`src/hw/rtl/lbps_pkg.sv`:
```
// ----------------------------------------------------------------------------
// LED blink pattern sequencer package
// Command codes, symbol codes, register indexes and timing types.
// ----------------------------------------------------------------------------
package lbps_pkg;

    localparam int MAX_SYMBOLS = 32;

    localparam int PERIOD_W  = 16;
    localparam int PATTERN_W = 64;
    localparam int LENGTH_W  = 6;
    localparam int TICKS_W   = 17;
    localparam int PASSES_W  = 8;
    localparam int POS_W     = 5;
    localparam int CFG_IDX_W = 2;

    localparam logic [TICKS_W-1:0] DIV3_MUL   = 17'd43691;
    localparam int                 DIV3_SHIFT = 17;

    localparam logic [PERIOD_W-1:0]  PERIOD_RESET = 16'd500;
    localparam logic [LENGTH_W-1:0]  LENGTH_RESET = 6'd1;
    localparam logic [LENGTH_W-1:0]  LENGTH_MAX   = LENGTH_W'(MAX_SYMBOLS);

    typedef enum logic [1:0] {
        CMD_TICK     = 2'd0,
        CMD_START    = 2'd1,
        CMD_STOP     = 2'd2,
        CMD_STOP_NOW = 2'd3
    } cmd_t;

    typedef enum logic [1:0] {
        SYM_DASH  = 2'd0,
        SYM_DOT   = 2'd1,
        SYM_SPACE = 2'd2,
        SYM_KEEP  = 2'd3
    } sym_t;

    typedef enum logic [CFG_IDX_W-1:0] {
        REG_BLINK_PERIOD    = 2'd0,
        REG_PATTERN_SYMBOLS = 2'd1,
        REG_PATTERN_LENGTH  = 2'd2,
        REG_UNUSED          = 2'd3
    } cfg_reg_t;

    typedef struct packed {
        logic [TICKS_W-1:0] on_ticks;
        logic [TICKS_W-1:0] off_ticks;
    } times_t;

endpackage

```
`src/hw/rtl/led_blink_pattern_sequencer.sv`:
```
// A result appears in the output register in the cycle after its input transfer.
// Throughput: one item per cycle while out_ready holds; the output register frees as it is taken.
// Every item produces exactly one result, computed in a single registered pass.
// Reset: asynchronous, active low; the sequencer goes idle with its lamp state off (led_on
// is not reset); configuration registers return to period 500, all-dash pattern, length 1.
// ----------------------------------------------------------------------------
// LED blink pattern sequencer
// Plays a stored pattern of dash, dot, space and keep symbols on an LED, one step
// per tick or command, with repeat, stop after pass and immediate stop.
// ----------------------------------------------------------------------------
module led_blink_pattern_sequencer
(
    input  logic                                 clk,
    input  logic                                 rst_n,

    input  logic                                 cfg_we,
    input  logic [lbps_pkg::CFG_IDX_W-1:0]       cfg_index,
    input  logic [lbps_pkg::PATTERN_W-1:0]       cfg_data,

    input  logic                                 in_valid,
    output logic                                 in_ready,
    input  logic [1:0]                           command,
    input  logic [lbps_pkg::PASSES_W-1:0]        repeat_count,
    input  logic                                 endless,

    output logic                                 out_valid,
    input  logic                                 out_ready,
    output logic                                 led_on,
    output logic                                 running,
    output logic [lbps_pkg::POS_W-1:0]           symbol_index
);

    logic [lbps_pkg::PERIOD_W-1:0]  blink_period_reg;
    logic [lbps_pkg::PATTERN_W-1:0] pattern_reg;
    logic [lbps_pkg::LENGTH_W-1:0]  length_reg;

    logic [lbps_pkg::PASSES_W-1:0]  passes_reg, passes_next;
    logic                           forever_reg, forever_next;
    logic [lbps_pkg::POS_W-1:0]     position_reg, position_next;
    logic                           on_phase_reg, on_phase_next;
    logic                           lamp_reg, lamp_next;
    logic [lbps_pkg::TICKS_W-1:0]   elapsed_reg, elapsed_next;
    lbps_pkg::times_t               times_reg, times_next;

    logic                           out_valid_reg;
    logic                           led_on_reg;
    logic                           running_reg;
    logic [lbps_pkg::POS_W-1:0]     index_reg;

    logic                           in_xfer;
    logic                           is_running;
    logic [lbps_pkg::LENGTH_W-1:0]  eff_length;
    logic [32:0]                    div3_prod;
    logic [lbps_pkg::PERIOD_W-1:0]  period_div3;
    logic [lbps_pkg::TICKS_W-1:0]   dash_on;
    logic [lbps_pkg::TICKS_W-1:0]   half_period;
    logic [lbps_pkg::TICKS_W-1:0]   full_period;
    logic [lbps_pkg::LENGTH_W-1:0]  pos_plus_one;

    logic [lbps_pkg::PASSES_W-1:0]  pre_passes;
    logic                           pre_forever;
    logic [lbps_pkg::POS_W-1:0]     pre_position;
    logic                           pre_on_phase;
    logic                           pre_lamp;
    logic [lbps_pkg::TICKS_W-1:0]   pre_elapsed;
    lbps_pkg::times_t               pre_times;
    logic                           do_phase;

    assign in_ready   = !out_valid_reg || out_ready;
    assign in_xfer    = in_valid && in_ready;
    assign is_running = (passes_reg != '0) || forever_reg;

    assign div3_prod   = 33'(blink_period_reg) * 33'(lbps_pkg::DIV3_MUL);
    assign period_div3 = div3_prod[lbps_pkg::DIV3_SHIFT +: lbps_pkg::PERIOD_W];
    assign full_period = lbps_pkg::TICKS_W'(blink_period_reg);
    assign half_period = lbps_pkg::TICKS_W'(blink_period_reg >> 1);
    assign dash_on     = full_period + half_period;

    always_comb
    begin
        if (length_reg == '0)
        begin
            eff_length = lbps_pkg::LENGTH_W'(1);
        end
        else if (length_reg > lbps_pkg::LENGTH_MAX)
        begin
            eff_length = lbps_pkg::LENGTH_MAX;
        end
        else
        begin
            eff_length = length_reg;
        end
    end

    function automatic lbps_pkg::times_t load_times(
        input logic [lbps_pkg::POS_W-1:0] pos,
        input lbps_pkg::times_t           cur
    );
        lbps_pkg::times_t t;
        lbps_pkg::sym_t   code;
        t    = cur;
        code = lbps_pkg::sym_t'(pattern_reg[{pos, 1'b0} +: 2]);
        case (code)
            lbps_pkg::SYM_DASH:
            begin
                t.on_ticks  = dash_on;
                t.off_ticks = lbps_pkg::TICKS_W'(period_div3);
            end
            lbps_pkg::SYM_DOT:
            begin
                t.on_ticks  = half_period;
                t.off_ticks = half_period;
            end
            lbps_pkg::SYM_SPACE:
            begin
                t.on_ticks  = '0;
                t.off_ticks = full_period;
            end
            default:
            begin
                t = cur;
            end
        endcase
        return t;
    endfunction

    always_comb
    begin
        pre_passes   = passes_reg;
        pre_forever  = forever_reg;
        pre_position = position_reg;
        pre_on_phase = on_phase_reg;
        pre_lamp     = lamp_reg;
        pre_elapsed  = elapsed_reg;
        pre_times    = times_reg;
        do_phase     = 1'b0;
        case (lbps_pkg::cmd_t'(command))
            lbps_pkg::CMD_TICK:
            begin
                if (is_running)
                begin
                    if (elapsed_reg != '1)
                    begin
                        pre_elapsed = elapsed_reg + 1'b1;
                    end
                    do_phase = 1'b1;
                end
            end
            lbps_pkg::CMD_START:
            begin
                pre_passes   = repeat_count;
                pre_forever  = endless;
                pre_position = '0;
                pre_elapsed  = '0;
                pre_on_phase = 1'b1;
                pre_times    = load_times('0, times_reg);
                pre_lamp     = 1'b0;
                do_phase     = 1'b1;
            end
            lbps_pkg::CMD_STOP:
            begin
                pre_passes  = lbps_pkg::PASSES_W'(1);
                pre_forever = 1'b0;
                pre_lamp    = 1'b0;
            end
            default:
            begin
                pre_passes  = '0;
                pre_forever = 1'b0;
                pre_lamp    = 1'b0;
            end
        endcase
    end

    assign pos_plus_one = lbps_pkg::LENGTH_W'(pre_position) + 1'b1;

    always_comb
    begin
        passes_next   = pre_passes;
        forever_next  = pre_forever;
        position_next = pre_position;
        on_phase_next = pre_on_phase;
        lamp_next     = pre_lamp;
        elapsed_next  = pre_elapsed;
        times_next    = pre_times;
        if (do_phase && ((pre_passes != '0) || pre_forever))
        begin
            if (pre_on_phase)
            begin
                if (pre_times.on_ticks == '0)
                begin
                    on_phase_next = 1'b0;
                    elapsed_next  = '0;
                end
                else
                begin
                    lamp_next = 1'b1;
                    if (pre_elapsed >= pre_times.on_ticks)
                    begin
                        on_phase_next = 1'b0;
                        elapsed_next  = '0;
                    end
                end
            end
            else
            begin
                lamp_next = 1'b0;
                if (pre_elapsed >= pre_times.off_ticks)
                begin
                    on_phase_next = 1'b1;
                    elapsed_next  = '0;
                    if (pos_plus_one >= eff_length)
                    begin
                        position_next = '0;
                        if (!pre_forever && (pre_passes != '0))
                        begin
                            passes_next = pre_passes - 1'b1;
                        end
                    end
                    else
                    begin
                        position_next = pos_plus_one[lbps_pkg::POS_W-1:0];
                    end
                    times_next = load_times(position_next, pre_times);
                end
            end
        end
    end

    always_ff @(posedge clk or negedge rst_n)
    begin
        if (!rst_n)
        begin
            blink_period_reg <= lbps_pkg::PERIOD_RESET;
            pattern_reg      <= '0;
            length_reg       <= lbps_pkg::LENGTH_RESET;
        end
        else if (cfg_we)
        begin
            case (lbps_pkg::cfg_reg_t'(cfg_index))
                lbps_pkg::REG_BLINK_PERIOD:
                begin
                    blink_period_reg <= cfg_data[lbps_pkg::PERIOD_W-1:0];
                end
                lbps_pkg::REG_PATTERN_SYMBOLS:
                begin
                    pattern_reg <= cfg_data;
                end
                lbps_pkg::REG_PATTERN_LENGTH:
                begin
                    length_reg <= cfg_data[lbps_pkg::LENGTH_W-1:0];
                end
                default:
                begin
                end
            endcase
        end
    end

    always_ff @(posedge clk or negedge rst_n)
    begin
        if (!rst_n)
        begin
            passes_reg    <= '0;
            forever_reg   <= 1'b0;
            position_reg  <= '0;
            on_phase_reg  <= 1'b0;
            lamp_reg      <= 1'b0;
            elapsed_reg   <= '0;
            times_reg     <= '0;
            out_valid_reg <= 1'b0;
        end
        else
        begin
            if (in_xfer)
            begin
                passes_reg   <= passes_next;
                forever_reg  <= forever_next;
                position_reg <= position_next;
                on_phase_reg <= on_phase_next;
                lamp_reg     <= lamp_next;
                elapsed_reg  <= elapsed_next;
                times_reg    <= times_next;
            end
            if (in_xfer)
            begin
                out_valid_reg <= 1'b1;
            end
            else if (out_ready)
            begin
                out_valid_reg <= 1'b0;
            end
        end
    end

    always_ff @(posedge clk)
    begin
        if (in_xfer)
        begin
            led_on_reg  <= lamp_next;
            running_reg <= (passes_next != '0) || forever_next;
            index_reg   <= position_next;
        end
    end

    assign out_valid    = out_valid_reg;
    assign led_on       = led_on_reg;
    assign running      = running_reg;
    assign symbol_index = index_reg;

`ifndef SYNTHESIS
    a_lamp_needs_run: assert property (@(posedge clk) disable iff (!rst_n)
        lamp_reg |-> is_running)
        else $error("LED lit while the sequencer is idle");

    a_stop_now_idles: assert property (@(posedge clk) disable iff (!rst_n)
        (in_xfer && command == lbps_pkg::CMD_STOP_NOW) |=> !is_running)
        else $error("Sequencer still running after an immediate stop");

    a_start_endless: assert property (@(posedge clk) disable iff (!rst_n)
        (in_xfer && command == lbps_pkg::CMD_START && endless) |=> forever_reg)
        else $error("Endless start did not set endless mode");

    a_on_elapsed: assert property (@(posedge clk) disable iff (!rst_n)
        on_phase_reg |-> (elapsed_reg <= times_reg.on_ticks))
        else $error("On phase ran past its length");

    a_off_elapsed: assert property (@(posedge clk) disable iff (!rst_n)
        !on_phase_reg |-> (elapsed_reg <= times_reg.off_ticks))
        else $error("Off phase ran past its length");

    a_result_follows: assert property (@(posedge clk) disable iff (!rst_n)
        in_xfer |=> out_valid_reg)
        else $error("Input transfer produced no result");
`endif

endmodule
```
`config.mk`:
```
export PLATFORM = sky130hd
export DESIGN_NAME = led_blink_pattern_sequencer
export DESIGN_NICKNAME = d
export VERILOG_FILES = /design/src/hw/rtl/lbps_pkg.sv /design/src/hw/rtl/led_blink_pattern_sequencer.sv
export SDC_FILE = /design/constraint.sdc
export NUM_CORES = 1
export LEC_CHECK = 0
export ABC_CLOCK_PERIOD_IN_PS = 8200
export BUFFER_PORTS_ARGS = -buffer_cell sky130_fd_sc_hd__buf_2
export CORE_ASPECT_RATIO = 0.8
export CORE_MARGIN = 2
export CORE_UTILIZATION = 55
export CTS_CLUSTER_DIAMETER = 150
export DETAILED_ROUTE_END_ITERATION = 16
export PLACE_DENSITY = 0.85
export SLEW_MARGIN = 20
export SYNTH_ARGS = -nofsm -noshare
export SYNTH_HDL_FRONTEND = slang
export SYNTH_SLANG_ARGS = --single-unit
```
`constraint.sdc`:
```
create_clock -name clk -period 8.2 [get_ports clk]
set_input_delay 1.64 -clock clk [delete_from_list [all_inputs] [get_ports clk]]
set_output_delay 1.64 -clock clk [all_outputs]
set_load 0.05 [all_outputs]
```
==> flow_metrics.env <==
export IMPL_largest_reg_flops=64
export IMPL_seq_area_um2=4080
export IMPL_fin_skew_ps=12.4
export IMPL_cts_tree="done"
export IMPL_num_rows=55
export IMPL_synth_ff_type="dfrtp_1"
export IMPL_crit_path_start="blink_period_reg[6]$_DFFE_PN1P_"
export IMPL_core_um2=28400
export IMPL_hp_start="forever_reg$_DFFE_PN0P_"
export IMPL_synth_edff_count=7
export IMPL_fp_dieArea_um2=30200
export IMPL_routedWlPerCell_um=21.4
export IMPL_synthToLayoutAreaGrowth_pct=12.3
export IMPL_crit_path_start_kind="flop"
export IMPL_dpl_cell_count=2188
export IMPL_clk_pin_slew_ps=70
export IMPL_fillers=2251
export IMPL_final_hold_viol_count=0
export IMPL_seq_area_frac_synth=0.257
export IMPL_end_kind="flop"
export IMPL_dr_pass1_iters=6
export IMPL_path_buf_inv=2
export IMPL_clkLatencyLatePin_ps=450
export IMPL_yosys_warnings=0
export IMPL_fmax_mhz=126
export IMPL_dp_slack_ps=-169
export IMPL_synth_common_cells="ha_1, inv_1, nand2_1"
export IMPL_numCtsBuffers=17
export IMPL_path_delay_family="adder cells"
export IMPL_clockBufferDepth=2
export IMPL_max_stage_delay_ps=610
export IMPL_io_pins=91
export IMPL_synth_top_area_frac=0.232
export IMPL_synth_top_family_by_area="adder cells"
export IMPL_netlist_instances=1743
export IMPL_drt_iter0_markers=1649
export IMPL_cts_root_buf="clkbuf_16"
export IMPL_dp_hpwl_um=35800
export IMPL_hold_path_class="reg -> reg"
export IMPL_wl_met2_um=20900
export IMPL_grt_pass1_vias=14200
export IMPL_cts_htree_levels=4
export IMPL_dr_wl_met3_um=5660
export IMPL_vias_per_cell=6.44
export IMPL_synth_top_area_cell="dfrtp_1"
export IMPL_async_flop_share=0.957
export IMPL_drive_gt1_frac=0.179
export IMPL_wl_um=47700
export IMPL_synth_xor_area_share=0.0271
export IMPL_period_share=0.968
export IMPL_maxSlewHeadroom=0.294
export IMPL_worst_slack_ps=262
export IMPL_grt_max_degree=84
export IMPL_initial_utilization=0.560
export IMPL_drv_slew=0
export IMPL_numPortBuffers=90
export IMPL_finalSetupViolCount=0
export IMPL_fin_setup_tns_ps=0
export IMPL_netlist_area_um2=15900
export IMPL_routed_top_layer="met4"
export IMPL_worst_pin_slew_ps=1050
export IMPL_worstPathRequired_ps=8530
export IMPL_cts_num_sinks=161
export IMPL_drc=0
export IMPL_crit_fanout=6
export IMPL_muxShareOfSynthArea=0.0851
export IMPL_die_x_um=194
export IMPL_gp_congestion=0.988
export IMPL_synth_area_top_cells="dfrtp_1, ha_1, fa_1, mux2_2, inv_1"
export IMPL_ant_nets=0
export IMPL_critPathSlowestCell="dfstp_2"
export IMPL_status="finished, final reports clean"
export IMPL_instances_no_fill=2230
export IMPL_dieHeight_um=156
export IMPL_worstPathArrival_ps=8260
export IMPL_vias=14400
export IMPL_grt_usage=0.316
export IMPL_cap_violations=0
export IMPL_synth_fp_nets=2093
export IMPL_r2r_start="blink_period_reg[6]$_DFFE_PN1P_"
export IMPL_synthSimpleGateAreaFrac=0.133
export IMPL_multi_input_area_um2=10900
export IMPL_antenna_found_initial=1
export IMPL_fin_crit_ps=7940
export IMPL_grt_pass1_wl_um=75700
export IMPL_ys_types=86
export IMPL_critPathKind="reg -> reg"
export IMPL_synth_compound_area_frac=0.184
export IMPL_gr_total_overflow=0
export IMPL_synthAdderAreaFrac=0.250
export IMPL_nNetsFinal=2195
export IMPL_wl_met1_um=19800
export IMPL_avgSynthCellArea_um2=9.10
export IMPL_synth_seq_cells=161
export IMPL_yosysMostFrequentCell="ha_1"
export IMPL_cts_hold_buffers_added=0
## cell type report
type                    count  area share
diodes                      2    0.000281
clock buffers              20      0.0268
clock inverters            12     0.00878
inverters                 187      0.0394
multi-input cells        1320       0.614
flip-flops and latches    161       0.229
well taps                 370      0.0260
repair buffers            158      0.0563
## final timing paths
| kind | end | slack [ps] | cells past startpoint |
|---|---|---|---|
| worst max register to register | passes_reg[7]$_DFFE_PN0P_ | 260 | 27 |
| worst min-delay path | forever_reg$_DFFE_PN0P_ | 500 | 2 |
| max in group asynchronous | length_reg[5]$_DFFE_PN0P_ | 5720 | 2 |
| worst max-delay path | passes_reg[7]$_DFFE_PN0P_ | 260 | 27 |
| min in group asynchronous | times_reg[28]$_DFFE_PN0P_ | 1250 | 1 |
| worst min register to register | forever_reg$_DFFE_PN0P_ | 500 | 2 |
## placed cells by master, fill, tap and decap left out, types with 7 or more instances in the layout
cell type,instances
and2_1,10
ha_1,182
nand4_1,17
a211oi_1,12
o21ai_0,95
nand2b_1,11
xor2_1,22
o211ai_1,18
a21o_1,17
buf_4,63
o31a_1,7
o2bb2ai_1,7
nor2_1,109
nand3_1,47
a31oi_1,13
a2111oi_0,7
dfrtp_1,144
nor4_1,12
mux2_2,87
dfstp_2,7
xnor2_1,26
a22oi_1,21
o22ai_1,11
inv_1,186
mux2i_1,37
o21a_1,11
buf_2,89
a22o_1,9
nand2_1,158
clkbuf_16,18
edfxtp_1,7
or3_1,9
and3_1,11
fa_1,81
a221o_1,7
a21oi_1,80
o31ai_1,21
nor3_1,29
## layer usage
metal | up-vias | GRT usage
li1 | 6455 | -
met1 | 6897 | 0.424
met2 | 875 | 0.487
met3 | 139 | 0.103
met4 | 0 | 0.0970
met5 | - | 0
## metrics by stage
step                utilization  hold WS, ps  cell area, µm²
floorplan                     -          453           15900
global placement          0.599          471           17000
detailed placement        0.599          471           17000
CTS                       0.622          494           17600
global route              0.628          512           17800
finish                    0.628          498           17800
## worst register-to-register path: stages (launching register included)
cell and delay [ps]:
dfstp_2 610, ha_1 310, ha_1 340, fa_1 560
fa_1 430, fa_1 510, inv_1 60, fa_1 480
inv_1 50, ha_1 320, a21oi_2 230, nand3_1 150
a31oi_4 240, a21oi_1 170, a311oi_2 470, mux2_2 380
nand3_1 110, o21ai_0 160, ha_1 350, nand2_1 40
o21ai_0 320, nand3_2 160, a21oi_4 240, nor4b_4 260
or3b_4 420, o31a_1 240, o21ai_1 130, nand2_1 70
## logic make-up after synthesis
| family | count (synthesis) |
|---|---|
| and+or+nand+nor | 452 |
| AOI/OAI and AO/OA | 427 |
| muxes | 124 |
| adders and majority gates | 268 |
| xor gates and xnor gates | 49 |
| buffers and inverters | 262 |
| DFF | 161 |
## repair_timing
action / in CTS / in global routing
pin swaps: 0 / 4
hold endpoints to repair: 0 / 0
buffers inserted: 0 / 8
setup endpoints to repair: 33 / 57
gates resized for setup: 3 / 25
Power is not shown: default switching activity piles up to over one toggle a cycle in this logic, so the estimate is an artifact.
